[config.mk]
export PLATFORM = sky130hd
export DESIGN_NAME = calendar_date_add_days_flat
export DESIGN_NICKNAME = d
export VERILOG_FILES = /design/src/rtl/core/cdad_pkg.sv /design/src/rtl/core/cdad_if.sv /design/src/rtl/core/calendar_date_add_days.sv /design/src/rtl/core/cdad_ctrl.sv /design/src/rtl/core/cdad_dp.sv /design/src/flat_wrapper.sv
export SDC_FILE = /design/constraint.sdc
export NUM_CORES = 1
export LEC_CHECK = 0
export ABC_AREA = 1
export BUFFER_PORTS_ARGS = -buffer_cell sky130_fd_sc_hd__buf_2
export CORE_UTILIZATION = 50
export CTS_CLUSTER_DIAMETER = 120
export DETAILED_ROUTE_END_ITERATION = 7
export PLACE_DENSITY = 0.68
export SYNTH_ARGS = -nofsm -noshare
export SYNTH_HDL_FRONTEND = slang
export SYNTH_SLANG_ARGS = --single-unit
[constraint.sdc]
create_clock -name clk_i -period 5.3 [get_ports clk_i]
set_input_delay 0.53 -clock clk_i [delete_from_list [all_inputs] [get_ports clk_i]]
set_output_delay 0.53 -clock clk_i [all_outputs]
set_load 0.02 [all_outputs]
[src/rtl/core/cdad_pkg.sv]
// Shared types, constants and month-length function for the date adder.
package cdad_pkg;

  // Field widths
  localparam int unsigned DayW    = 5;
  localparam int unsigned MonthW  = 4;
  localparam int unsigned YearW   = 12;
  localparam int unsigned CountW  = 16;

  // Internal widths: day sum, year with headroom past 4095, century count
  localparam int unsigned SumW     = 17;
  localparam int unsigned YearIntW = 13;
  localparam int unsigned CentW    = 7;
  localparam int unsigned ProdW    = 2 * YearIntW;

  // year / 100 as (year * 5243) >> 19, exact for year < 8192
  localparam logic [YearIntW-1:0] CentRecip    = 13'd5243;
  localparam int unsigned         CentShift    = 19;
  localparam logic [CentW-1:0]    YearsPerCent = 7'd100;
  localparam logic [CentW-1:0]    LastRem      = 7'd99;

  localparam logic [MonthW-1:0] MonthJan = 4'd1;
  localparam logic [MonthW-1:0] MonthDec = 4'd12;

  typedef enum logic [1:0] {
    ST_IDLE,
    ST_DIV,
    ST_REM,
    ST_RUN
  } cdad_state_e;

  // Controller to datapath
  typedef struct packed {
    logic load;
    logic calc_q;
    logic calc_r;
    logic step;
    logic emit;
  } cdad_cmd_t;

  // Datapath to controller
  typedef struct packed {
    logic more;
  } cdad_sts_t;

  // Days in month; invalid months count as 31 days
  function automatic logic [DayW-1:0] month_len(logic [MonthW-1:0] month, logic leap);
    logic [DayW-1:0] len;
    case (month)
      4'd2:    len = leap ? 5'd29 : 5'd28;
      4'd4:    len = 5'd30;
      4'd6:    len = 5'd30;
      4'd9:    len = 5'd30;
      4'd11:   len = 5'd30;
      default: len = 5'd31;
    endcase
    return len;
  endfunction

endpackage

[src/rtl/core/cdad_if.sv]
// Input and output channel interfaces for the date adder.
interface cdad_in_if;
  import cdad_pkg::*;
  logic              valid;
  logic              ready;
  logic [DayW-1:0]   start_day;
  logic [MonthW-1:0] start_month;
  logic [YearW-1:0]  start_year;
  logic [CountW-1:0] day_count;

  modport source (
    output valid, start_day, start_month, start_year, day_count,
    input  ready
  );
  modport sink (
    input  valid, start_day, start_month, start_year, day_count,
    output ready
  );
endinterface

interface cdad_out_if;
  import cdad_pkg::*;
  logic              valid;
  logic              ready;
  logic [DayW-1:0]   end_day;
  logic [MonthW-1:0] end_month;
  logic [YearW-1:0]  end_year;

  modport source (
    output valid, end_day, end_month, end_year,
    input  ready
  );
  modport sink (
    input  valid, end_day, end_month, end_year,
    output ready
  );
endinterface

[src/rtl/core/calendar_date_add_days.sv]
// Top level: Gregorian date plus day count, controller and datapath.
//
//  Channel | Dir | Payload                                       | Handshake
//  in_i    | in  | start_day, start_month, start_year, day_count | valid/ready
//  out_o   | out | end_day, end_month, end_year                  | valid/ready
//
//  One beat in gives one beat out, one item in flight at a time.
//  The subtract loop walks one month per cycle, M months in all (up to about
//  2160 for a day count of 65535), after loading and splitting the year into
//  century and remainder.
//  A new beat is taken as soon as the result sits in the output register.
//  A stalled output holds the finished result; reset clears control only.
module calendar_date_add_days (
  input  logic       clk_i,
  input  logic       rst_ni,
  cdad_in_if.sink    in_i,
  cdad_out_if.source out_o
);
  import cdad_pkg::*;

  cdad_cmd_t cmd;
  cdad_sts_t sts;

  cdad_ctrl u_ctrl (
    .clk_i       (clk_i),
    .rst_ni      (rst_ni),
    .in_valid_i  (in_i.valid),
    .in_ready_o  (in_i.ready),
    .out_valid_o (out_o.valid),
    .out_ready_i (out_o.ready),
    .sts_i       (sts),
    .cmd_o       (cmd)
  );

  cdad_dp u_dp (
    .clk_i         (clk_i),
    .start_day_i   (in_i.start_day),
    .start_month_i (in_i.start_month),
    .start_year_i  (in_i.start_year),
    .day_count_i   (in_i.day_count),
    .cmd_i         (cmd),
    .sts_o         (sts),
    .end_day_o     (out_o.end_day),
    .end_month_o   (out_o.end_month),
    .end_year_o    (out_o.end_year)
  );

endmodule

[src/rtl/core/cdad_ctrl.sv]
// Controller state machine: sequences load, century split, month walk and emit.
module cdad_ctrl (
  input  logic                 clk_i,
  input  logic                 rst_ni,
  input  logic                 in_valid_i,
  output logic                 in_ready_o,
  output logic                 out_valid_o,
  input  logic                 out_ready_i,
  input  cdad_pkg::cdad_sts_t  sts_i,
  output cdad_pkg::cdad_cmd_t  cmd_o
);
  import cdad_pkg::*;

  cdad_state_e state_q, state_d;
  logic        out_valid_q, out_valid_d;
  logic        out_free;

  assign out_free = !out_valid_q || out_ready_i;

  // Next state
  always_comb begin
    state_d = state_q;
    case (state_q)
      ST_IDLE: if (in_valid_i) state_d = ST_DIV;
      ST_DIV:  state_d = ST_REM;
      ST_REM:  state_d = ST_RUN;
      ST_RUN:  if (!sts_i.more && out_free) state_d = ST_IDLE;
      default: state_d = ST_IDLE;
    endcase
  end

  // Outputs
  always_comb begin
    cmd_o      = '0;
    in_ready_o = 1'b0;
    case (state_q)
      ST_IDLE: begin
        in_ready_o = 1'b1;
        cmd_o.load = in_valid_i;
      end
      ST_DIV:  cmd_o.calc_q = 1'b1;
      ST_REM:  cmd_o.calc_r = 1'b1;
      ST_RUN: begin
        cmd_o.step = sts_i.more;
        cmd_o.emit = !sts_i.more && out_free;
      end
      default: cmd_o = '0;
    endcase
  end

  // Result beat valid flag
  always_comb begin
    out_valid_d = out_valid_q;
    if (out_valid_q && out_ready_i) out_valid_d = 1'b0;
    if (cmd_o.emit) out_valid_d = 1'b1;
  end

  always_ff @(posedge clk_i or negedge rst_ni) begin
    if (!rst_ni) begin
      state_q     <= ST_IDLE;
      out_valid_q <= 1'b0;
    end else begin
      state_q     <= state_d;
      out_valid_q <= out_valid_d;
    end
  end

  assign out_valid_o = out_valid_q;

  // Checks
  a_cmd_onehot: assert property (@(posedge clk_i) disable iff (!rst_ni)
    $onehot0({cmd_o.load, cmd_o.calc_q, cmd_o.calc_r, cmd_o.step, cmd_o.emit}))
    else $error("more than one datapath command active");

  a_no_overwrite: assert property (@(posedge clk_i) disable iff (!rst_ni)
    cmd_o.emit |-> (!out_valid_q || out_ready_i))
    else $error("result register overwritten before taken");

  a_accept_to_div: assert property (@(posedge clk_i) disable iff (!rst_ni)
    in_valid_i && in_ready_o |=> state_q == ST_DIV)
    else $error("accepted beat did not start century split");

  a_emit_sets_valid: assert property (@(posedge clk_i) disable iff (!rst_ni)
    cmd_o.emit |=> out_valid_q && state_q == ST_IDLE)
    else $error("emit did not present result");

endmodule

[src/rtl/core/cdad_dp.sv]
// Datapath: day sum, year/century counters, month walk and result register.
module cdad_dp (
  input  logic                         clk_i,
  input  logic [cdad_pkg::DayW-1:0]    start_day_i,
  input  logic [cdad_pkg::MonthW-1:0]  start_month_i,
  input  logic [cdad_pkg::YearW-1:0]   start_year_i,
  input  logic [cdad_pkg::CountW-1:0]  day_count_i,
  input  cdad_pkg::cdad_cmd_t          cmd_i,
  output cdad_pkg::cdad_sts_t          sts_o,
  output logic [cdad_pkg::DayW-1:0]    end_day_o,
  output logic [cdad_pkg::MonthW-1:0]  end_month_o,
  output logic [cdad_pkg::YearW-1:0]   end_year_o
);
  import cdad_pkg::*;

  logic [SumW-1:0]     day_q, day_d;
  logic [MonthW-1:0]   month_q, month_d;
  logic [YearIntW-1:0] year_q, year_d;
  logic [CentW-1:0]    cent_q, cent_d;
  logic [CentW-1:0]    yr_rem_q, yr_rem_d;
  logic [DayW-1:0]     end_day_q;
  logic [MonthW-1:0]   end_month_q;
  logic [YearW-1:0]    end_year_q;

  logic [ProdW-1:0]    prod;
  logic [YearIntW-1:0] cent_yrs;
  logic [YearIntW-1:0] rem_full;
  logic                leap;
  logic [DayW-1:0]     mlen;

  // Century split: quotient by reciprocal multiply, then remainder
  assign prod     = ProdW'(year_q) * ProdW'(CentRecip);
  assign cent_yrs = YearIntW'(cent_q) * YearIntW'(YearsPerCent);
  assign rem_full = year_q - cent_yrs;

  // Leap year from low bits, remainder by 100 and century count
  assign leap = (year_q[1:0] == 2'b00) && ((yr_rem_q != '0) || (cent_q[1:0] == 2'b00));
  assign mlen = month_len(month_q, leap);

  assign sts_o.more = day_q > SumW'(mlen);

  // Register updates per command
  always_comb begin
    day_d    = day_q;
    month_d  = month_q;
    year_d   = year_q;
    cent_d   = cent_q;
    yr_rem_d = yr_rem_q;
    if (cmd_i.load) begin
      day_d   = SumW'(start_day_i) + SumW'(day_count_i);
      month_d = start_month_i;
      year_d  = YearIntW'(start_year_i);
    end
    if (cmd_i.calc_q) cent_d = prod[CentShift +: CentW];
    if (cmd_i.calc_r) yr_rem_d = rem_full[CentW-1:0];
    if (cmd_i.step) begin
      day_d = day_q - SumW'(mlen);
      if (month_q >= MonthDec) begin
        month_d = MonthJan;
        year_d  = year_q + 1'b1;
        if (yr_rem_q == LastRem) begin
          yr_rem_d = '0;
          cent_d   = cent_q + 1'b1;
        end else begin
          yr_rem_d = yr_rem_q + 1'b1;
        end
      end else begin
        month_d = month_q + 1'b1;
      end
    end
  end

  always_ff @(posedge clk_i) begin
    day_q    <= day_d;
    month_q  <= month_d;
    year_q   <= year_d;
    cent_q   <= cent_d;
    yr_rem_q <= yr_rem_d;
  end

  // Result register
  always_ff @(posedge clk_i) begin
    if (cmd_i.emit) begin
      end_day_q   <= day_q[DayW-1:0];
      end_month_q <= month_q;
      end_year_q  <= year_q[YearW-1:0];
    end
  end

  assign end_day_o   = end_day_q;
  assign end_month_o = end_month_q;
  assign end_year_o  = end_year_q;

endmodule
[src/flat_wrapper.sv]
// flat-port wrapper written by rule: the top's interface ports become plain ports
module calendar_date_add_days_flat import cdad_pkg::*;
  (clk_i, rst_ni, in_i_valid, in_i_start_day, in_i_start_month, in_i_start_year, in_i_day_count, in_i_ready, out_o_valid, out_o_end_day, out_o_end_month, out_o_end_year, out_o_ready);
  cdad_in_if in_i_i ();
  cdad_out_if out_o_i ();
  input  logic clk_i;
  input  logic rst_ni;
  input wire logic [$bits(in_i_i.valid)-1:0] in_i_valid;
  input wire logic [$bits(in_i_i.start_day)-1:0] in_i_start_day;
  input wire logic [$bits(in_i_i.start_month)-1:0] in_i_start_month;
  input wire logic [$bits(in_i_i.start_year)-1:0] in_i_start_year;
  input wire logic [$bits(in_i_i.day_count)-1:0] in_i_day_count;
  output wire logic [$bits(in_i_i.ready)-1:0] in_i_ready;
  output wire logic [$bits(out_o_i.valid)-1:0] out_o_valid;
  output wire logic [$bits(out_o_i.end_day)-1:0] out_o_end_day;
  output wire logic [$bits(out_o_i.end_month)-1:0] out_o_end_month;
  output wire logic [$bits(out_o_i.end_year)-1:0] out_o_end_year;
  input wire logic [$bits(out_o_i.ready)-1:0] out_o_ready;
  assign in_i_i.valid = in_i_valid;
  assign in_i_i.start_day = in_i_start_day;
  assign in_i_i.start_month = in_i_start_month;
  assign in_i_i.start_year = in_i_start_year;
  assign in_i_i.day_count = in_i_day_count;
  assign in_i_ready = in_i_i.ready;
  assign out_o_valid = out_o_i.valid;
  assign out_o_end_day = out_o_i.end_day;
  assign out_o_end_month = out_o_i.end_month;
  assign out_o_end_year = out_o_i.end_year;
  assign out_o_i.ready = out_o_ready;
  calendar_date_add_days u_core (.clk_i(clk_i), .rst_ni(rst_ni), .in_i(in_i_i), .out_o(out_o_i));
endmodule
**Word level (Yosys, flattened, before mapping)**

Index checks and enable logic that the tools add are counted.

- Reductions and logical operators: 15
- Mux-type cells: 28
- Multipliers: 2
- Equality and inequality tests: 11
- Add/subtract/negate cells: 7
- Magnitude comparators: 2

Operators with widths:

| operator | number |
|---|---|
| 7-bit 2-to-1 mux | 8 |
| 13-bit 2-to-1 mux | 3 |
| 17-bit 2-to-1 mux | 2 |
| 13-bit by 13-bit multiplier with 26-bit output, second input constant | 1 |
| 5-bit by 16-bit adder with 17-bit output | 1 |
| 17-bit by 5-bit greater-than comparator with 1-bit output | 1 |
| 17-bit by 5-bit subtractor with 17-bit output | 1 |
| 7-bit by 1-bit adder with 7-bit output, second input constant | 2 |
| 13-bit by 1-bit adder with 13-bit output, second input constant | 1 |
| 4-bit 2-to-1 mux | 3 |
| 4-bit by 3-bit == test with 1-bit output, second input constant | 2 |
| 4-bit == test, second input constant | 2 |
| 2-bit case mux with 4 select lines | 1 |
| 7-bit == test, second input constant | 1 |
| 7-bit by 5-bit multiplier with 5-bit output, second input constant | 1 |
| 1-bit 2-to-1 mux | 7 |
| 7-bit nonzero test | 1 |
| 7-bit subtractor | 1 |
| 2-bit logical NOT | 3 |
| 2-bit 2-to-1 mux | 3 |
| 4-bit by 1-bit adder with 4-bit output, second input constant | 1 |
| 2-bit == test, second input constant | 2 |
| 4-bit by 2-bit == test with 1-bit output, second input constant | 1 |
| 4-bit >= comparator, second input constant | 1 |
| other kinds (9) | 15 |

- Bits in registers: 72
- Output and inout port bits: 23

**Longest topological paths before layout**

Gate-level depths: netlist of the first run.

- Depth after elaboration: 10
- Gate-level depth with buffers: 25
- Gate-level depth less buffers: 25

**Modules after synthesis**

Synthesis of the first run repeated with hierarchy kept, for this count alone.

- Cell total of the unflattened synthesis: 1003
- Area, all modules: 7925.1 sq um

Modules (own cells, without submodules):

| module | area an instance (sq um) | cells an instance | times used | seq. area each (sq um) |
|---|---|---|---|---|
| cdad_dp | 7688.6 | 971 | 1 | 1761.7 |
| cdad_ctrl | 236.5 | 32 | 1 | 75.1 |

**Least setup slack after synthesis of the first run**

No wires, ideal clock.

- Path kind: reg-to-reg
- Start: register u_core.u_dp.year_q[10]
- End: register u_core.u_dp.cent_q[4]
- Slack: 1118 ps
- Arrival time: 4069 ps
- Cell stages (with the launch flop): 22
- Clock period less this slack: 4182 ps
- Cell sequence: dfxtp_1 -> fa_1 -> ha_1 -> inv_1 -> fa_1 -> inv_1 -> fa_1 -> inv_1 -> fa_1 -> inv_1 -> ha_1 -> nand2_1 -> inv_1 -> nand2_1 -> nor2_1 -> nand3_1 -> nand3_1 -> nand2_1 -> nand3_1 -> nand2_1 -> nand2_1 -> nand2_1

- Cells in the longest elaborated chain, start to end: 5

Ends and longest elaborated chain:

| element | line | source |
|---|---|---|
| from (decl) | cdad_dp.sv:18 | `logic [YearIntW-1:0] year_q, year_d;` |
| from (signal assigned) | cdad_dp.sv:76 | `year_q <= year_d;` |
| 13-bit by 13-bit multiplier with 26-bit output (*) | cdad_dp.sv:32 | `assign prod = ProdW'(year_q) * ProdW'(CentRecip);` |
| 7-bit 2-to-1 mux (*) | cdad_dp.sv:54 | `if (cmd_i.calc_q) cent_d = prod[CentShift +: CentW];` |
| 7-bit 2-to-1 mux | cdad_dp.sv:61 | `if (yr_rem_q == LastRem) begin` |
| 7-bit 2-to-1 mux | cdad_dp.sv:58 | `if (month_q >= MonthDec) begin` |
| 7-bit 2-to-1 mux (*) | cdad_dp.sv:56 | `if (cmd_i.step) begin` |
| via u_core.u_dp.cent_d[4] | cdad_dp.sv:19 | `logic [CentW-1:0] cent_q, cent_d;` |
| to (signal assigned) | cdad_dp.sv:77 | `cent_q <= cent_d;` |
| to (decl) | cdad_dp.sv:19 |  |

Mark *: on every way through the listed nets, which the timed path passes. The rest lies on a longest branch.
A chain may end at the register's enable or synchronous reset.

**Worst setup path in the final report of the first run**

- Start: register u_core.u_dp.year_q[6]
- End: register u_core.u_dp.cent_q[0]

The elaborated chain is that of the path after synthesis.

==> impl_metrics.json, run 1 <==
{
  "final-seq-area_um2": 1837,
  "hpwlAfterDp_um": 14560,
  "port_buffers": 63,
  "syn_area_um2": 7898,
  "worst_pin_slew_ns": 1.081,
  "insertedDiodeCount": 0,
  "fill_cells": 1425,
  "dieHeight_um": 127.7,
  "slew_viol_final": 0,
  "worstSetupPathType": "flop to flop",
  "syn-num-nets": 1206,
  "via_count": 6219,
  "crit_chain": "inv_1 -> fa_1 -> inv_1 -> ha_1 -> fa_1 -> fa_1 -> inv_1 -> fa_1 -> inv_1 -> ha_1 -> nand2_1 -> nand2_1 -> a21oi_1 -> nor2_1 -> nor2_1 -> nand2_1 -> nand2_1 -> nand3_1 -> nand3_1 -> o21ai_1",
  "synth.largest_area_cell": "ha_1",
  "cp_max_fo": 9,
  "final_util": 0.5739,
  "outcome": "finished clean",
  "wirelength_um": 17280,
  "cts_hold_buf": 1,
  "syn_inst": 986,
  "total_power_mw": 1.300,
  "power.switching_uw": 278.5,
  "r2r-start": "u_core.u_dp.year_q[6]",
  "hold_path_class": "input port to flop",
  "clockBufferDepth": 2,
  "fmaxAchievable_mhz": 215.2,
  "drv_cap": 0,
  "cts_setup_buffers": 0,
  "rows": 45,
  "avgSynthCellArea_um2": 8.010,
  "vdd_drop_max_uv": 151.5,
  "p_int_mw": 1.021,
  "antenna_found_initial": 0,
  "crit_arrival_ns": 4.87,
  "ys_types": 37,
  "ys.warnings.count": 0,
  "dp_cells": 1254,
  "seqPwrFrac": 0.439,
  "fin_tns_setup_ns": 0,
  "synth-seq-cells": 70,
  "clockPowerShare": 0.519,
  "layout-drive-gt1-share": 0.09340,
  "fin_cells": 1271,
  "wl_per_cell_um": 13.60,
  "insertion_delay_ns": 0.34,
  "die_x_um": 127.7,
  "setup_violations": 0,
  "slew_headroom": 0.2783,
  "sw_frac_of_total": 0.2143,
  "h-tree-depth": 3,
  "post_drt_via_cell_ratio": 4.893,
  "first_global_vias": 6076,
  "cts_tree": "built",
  "gp_congestion": 0.8713,
  "hold_viol": 0,
  "final_nets": 1275,
  "startpoint_type": "flop",
  "mostFrequentLayoutCell": "nand2_1",
  "track_usage": 0.2276,
  "critPathRequiredTime_ns": 5.52,
  "core-area_um2": 15310,
  "final_cell_mix": "nand2_1, inv_1, ha_1",
  "setup_slack_ns": 0.6521,
  "critical_path.startpoint": "u_core.u_dp.year_q[6]",
  "ioPinCount": 64,
  "cts_resized": 0,
  "grt_pass1_wl_um": 28840,
  "area_growth_pct": 11.28,
  "synthTopCellsByArea": "ha_1, edfxtp_1, fa_1",
  "cts_inserted_buffers": 9,
  "whs_path_depth": 2,
  "pwr-share-comb": 0.042,
  "max_stage_delay_ns": 0.65,
  "root_buffer": "clkbuf_16",
  "clkSlewWorstSetupHoldPaths_ns": 0.06,
  "drt-initial-drc-count": 287,
  "slowest_stage": "dfxtp_1",
  "fin_skew_ns": 0.008446,
  "reg2regPathDepth": 20,
  "power_density_nw_per_um2": 147.9,
  "yosysSeqAreaShare": 0.2326,
  "worst_setup_path_end_kind": "flop",
  "grt-ovfl-total": 0,
  "yosysTopAreaCellShare": 0.1901,
  "start_util": 0.5157,
  "p_leak_nw": 4.629,
  "grt_max_degree": 33,
  "min_period_ns": 4.648,
  "first_pass_iters": 5,
  "min_from": "out_o_ready",
  "route.detailed.drc": 0,
  "multi_input_area_um2": 5197,
  "drtAntennaViolNets": 0,
  "cts_sinks": 70,
  "post-place-ws_ns": 0.6590,
  "rsz0062_at_grt": "no",
  "fin_crit_sh": 0.8770,
  "die_area_um2": 16300
}
[power groups by stage]
| stage | registers [mW] | logic [mW] | clock network, mW |
|---|---|---|---|
| after floorplan | 0.582 | 0.0260 | 0 |
| after CTS | 0.570 | 0.0542 | 0.683 |
| final | 0.570 | 0.0543 | 0.675 |
| after global placement | 0.582 | 0.0520 | 0 |
| after global routing | 0.570 | 0.0602 | 0.700 |
| after detailed placement | 0.582 | 0.0531 | 0 |
[flip-flops by register name (all words and copies together) (netlist names)]
name and cells:
u_core.u_ctrl.state_q 2, u_core.u_ctrl.out_valid_o 1, u_core.u_dp.day_q 17, u_core.u_dp.end_year_o 12, u_core.u_dp.end_day_o 5, u_core.u_dp.end_month_o 4, u_core.u_dp.month_q 4, u_core.u_dp.yr_rem_q 7
u_core.u_dp.year_q 13, u_core.u_dp.cent_q 5
[synth_stat cells (all sizes together)]
cell type	count
xor2	23
xnor2	13
nand4	16
a21o	2
buf	6
nor2	67
nand3b	3
nand2	224
a31oi	2
fa	59
inv	216
clkbuf	3
ha	120
o31ai	2
dfrtp	3
o21a	1
o21ai	58
edfxtp	42
o22ai	3
a21oi	23
or2	5
mux2i	11
nand3	55
nor3	4
dfxtp	25
[metrics by stage]
step           hold slack [ns]  area [um^2]
2_1_floorplan           0.2344         7898
3_3_place_gp            0.3288         8447
3_5_place_dp            0.3289         8447
4_1_cts                 0.3921         8788
5_1_grt                 0.4032         8788
6_report                0.3981         8788
[kinds of logic after synthesis]
group,count (synthesis),synth area share
buffers and inverters,225,0.1096
AOI/OAI and AO/OA,91,0.06004
muxes,11,0.01394
xor gates and xnor gates,36,0.03992
and+or+nand+nor,374,0.2042
adders and majority gates,179,0.3397
DFF,70,0.2326
[layout make-up]
cell class	count	area share
clock buffer	10	0.02719
clock inverter	6	0.01054
inverter	216	0.09226
multi-input combinational	691	0.5914
sequential	70	0.2090
tap	211	0.03004
timing repair buffer	67	0.03958
[critical path: cells and delay by family (launching register included)]
family	cells	cell delay (ns)
AO/OA/AOI/OAI	2	0.24
AND/OR/NAND/NOR	8	0.62
flip-flops	1	0.65
adder cells (fa/ha/maj)	6	2.63
buffers and inverters	4	0.37
[per-layer routing]
| metal | global-route usage | share of wire | wire (um) |
|---|---|---|---|
| met5 | 0 | 0 | 0 |
| met4 | 0.05744 | 0.015 | 255 |
| met3 | 0.04299 | 0.038 | 665 |
| met2 | 0.4037 | 0.49 | 8489 |
| met1 | 0.2851 | 0.46 | 7874 |
[worst paths after layout]
| path | endpoint | slack (ns) |
|---|---|---|
| worst min-delay path | u_core.u_ctrl.out_valid_o | 0.40 |
| worst max-delay path | u_core.u_dp.cent_q[0] | 0.65 |
| worst max register to register | u_core.u_dp.cent_q[0] | 0.65 |
| max in group asynchronous | u_core.u_ctrl.out_valid_o | 4.67 |
| min in group asynchronous | u_core.u_ctrl.state_q[1] | 0.52 |
| worst min register to register | u_core.u_dp.end_day_o[0] | 0.46 |
No activity file was read; power rests on OpenSTA's default activity.
==> run 2: changes to the inputs <==
--- a/config.mk
+++ b/config.mk
@@ -11,6 +11,7 @@
 export CTS_CLUSTER_DIAMETER = 120
 export DETAILED_ROUTE_END_ITERATION = 7
 export PLACE_DENSITY = 0.68
+export REMOVE_ABC_BUFFERS = 1
 export SYNTH_ARGS = -nofsm -noshare
 export SYNTH_HDL_FRONTEND = slang
 export SYNTH_SLANG_ARGS = --single-unit
==> run 2 against run 1 <==
Critical path depth is the same. Sequential share of layout area fell by 0.14 points. Worst setup slack worse by 0.068 ns. Non-clock buffer count rose by 4. Sequential cell count did not move. Design area up 0.70%. Via count rose by 1.2%. Sequential power about the same.
==> impl_metrics.json, run 2 (synthesized netlist as in run 1, its figures left out) <==
{
  "critPathRequiredTime_ns": 5.53,
  "ioPinCount": 64,
  "vdd_drop_max_uv": 141.1,
  "fin_skew_ns": 0.006278,
  "r2r_slack_ns": 0.58,
  "met2_usage": 0.4002,
  "reg2regPathDepth": 20,
  "largest_reg_flops": 17,
  "setup_violations": 0,
  "fin_cells": 1275,
  "grt_pass1_wl_um": 28190,
  "gp_congestion": 0.8682,
  "met3_usage": 0.03088,
  "grt_max_degree": 33,
  "fin_crit_sh": 0.8898,
  "wirelength_um": 16940,
  "port_buffers": 63,
  "area_growth_pct": 12.06,
  "hold_path_class": "input port to flop",
  "track_usage": 0.2215,
  "total_power_mw": 1.363,
  "cts_hold_buf": 1,
  "min_from": "out_o_ready",
  "power_density_nw_per_um2": 154.0,
  "worst_setup_path_end_kind": "flop",
  "first_pass_iters": 4,
  "h-tree-depth": 3,
  "grt-ovfl-total": 0,
  "outcome": "finished clean",
  "dp_cells": 1258,
  "r2r_end": "u_core.u_dp.cent_q[0]",
  "top_register": "u_core.u_dp.day_q",
  "clockBufferDepth": 2,
  "hold_slack_ns": 0.3980,
  "worstSetupPathType": "flop to flop",
  "drv_cap": 0,
  "r2r-start": "u_core.u_dp.year_q[6]",
  "dieHeight_um": 127.7,
  "final_cell_mix": "nand2_1, inv_1, ha_1",
  "crit_arrival_ns": 4.94,
  "mostFrequentLayoutCell": "nand2_1",
  "root_buffer": "clkbuf_16",
  "insertedDiodeCount": 0,
  "via_count": 6291,
  "p_leak_nw": 4.669,
  "core-area_um2": 15310,
  "antenna_found_initial": 0,
  "wl_per_cell_um": 13.29,
  "rsz0062_at_grt": "no",
  "final_nets": 1279,
  "fmaxAchievable_mhz": 212.1,
  "startpoint_type": "flop",
  "clkSlewWorstSetupHoldPaths_ns": 0.06,
  "drt-initial-drc-count": 313,
  "route.detailed.drc": 0,
  "cts_inserted_buffers": 9,
  "slew_headroom": 0.3980,
  "layout-drive-gt1-share": 0.09586,
  "cp_max_fo": 9,
  "hold_end": "u_core.u_ctrl.out_valid_o",
  "cts_setup_buffers": 0,
  "whs_path_depth": 2,
  "worst_pin_slew_ns": 0.9007,
  "grt.met1_usage": 0.2765,
  "hold_viol": 0,
  "cts_tree": "built",
  "start_util": 0.5157,
  "slew_viol_final": 0,
  "drtAntennaViolNets": 0,
  "die_area_um2": 16300,
  "insertion_delay_ns": 0.34,
  "die_x_um": 127.7,
  "cts_sinks": 70,
  "hpwlAfterDp_um": 14180,
  "first_global_vias": 6057,
  "grt-busiest-layer": "met2",
  "min_period_ns": 4.716,
  "rows": 45,
  "cts_resized": 0,
  "post_drt_via_cell_ratio": 4.934,
  "fin_tns_setup_ns": 0
}
[run 2: worst max-delay path by stage]
stage / end / slack (ns) / start
final: u_core.u_dp.cent_q[0] / 0.58 / u_core.u_dp.year_q[6]
after global routing: u_core.u_dp.cent_q[0] / 0.26 / u_core.u_dp.year_q[6]
after CTS: u_core.u_dp.cent_q[0] / 0.52 / u_core.u_dp.year_q[6]
after detailed placement: u_core.u_dp.cent_q[0] / 0.55 / u_core.u_dp.year_q[6]
after global placement: u_core.u_dp.cent_q[0] / 0.58 / u_core.u_dp.year_q[6]
after floorplan: u_core.u_dp.cent_q[4] / 1.12 / u_core.u_dp.year_q[10]
[run 2: cell type report]
class	instances	area [um^2]
clock buffer	10	229.0
timing repair buffer	71	377.9
tap	211	264.0
inverter	216	810.8
multi-input combinational	691	5197
sequential	70	1837
fill	1424	6465
clock inverter	6	133.9
[run 2: routing by layer]
metal,wire (um),vias to the layer above
met4,264,0
met5,0,-
met3,476,21
li1,-,3261
met1,7670,2905
met2,8527,104
[run 2: through the flow]
stage               area (um^2)  worst slack [ns]  utilization
detailed placement         8477            0.5514       0.5535
CTS                        8850            0.5223       0.5779
finish                     8850            0.5842       0.5779
global placement           8477            0.5813       0.5535
floorplan                  7843             1.118            -
global route               8850            0.2576       0.5779
[run 2: power by group]
part | switching (mW) | leakage, nW | internal, mW | total (mW)
clock | 0.234 | 0.177 | 0.507 | 0.742
sequential | 0.00000000000000000993 | 0.646 | 0.571 | 0.571
combinational | 0.0270 | 3.85 | 0.0237 | 0.0507
total | 0.261 | 4.67 | 1.10 | 1.36
[run 2: critical path, cell delays in order (launching register included)]
cell	delay [ns]
dfxtp_1	0.68
inv_1	0.25
fa_1	0.56
inv_1	0.04
ha_1	0.22
fa_1	0.51
fa_1	0.51
inv_1	0.06
fa_1	0.53
inv_1	0.04
ha_1	0.31
nand2_1	0.08
nand2_1	0.08
a21oi_1	0.18
nor2_1	0.06
nor2_1	0.16
nand2_1	0.07
nand2_1	0.05
nand3_1	0.06
nand3_1	0.07
o21ai_1	0.06
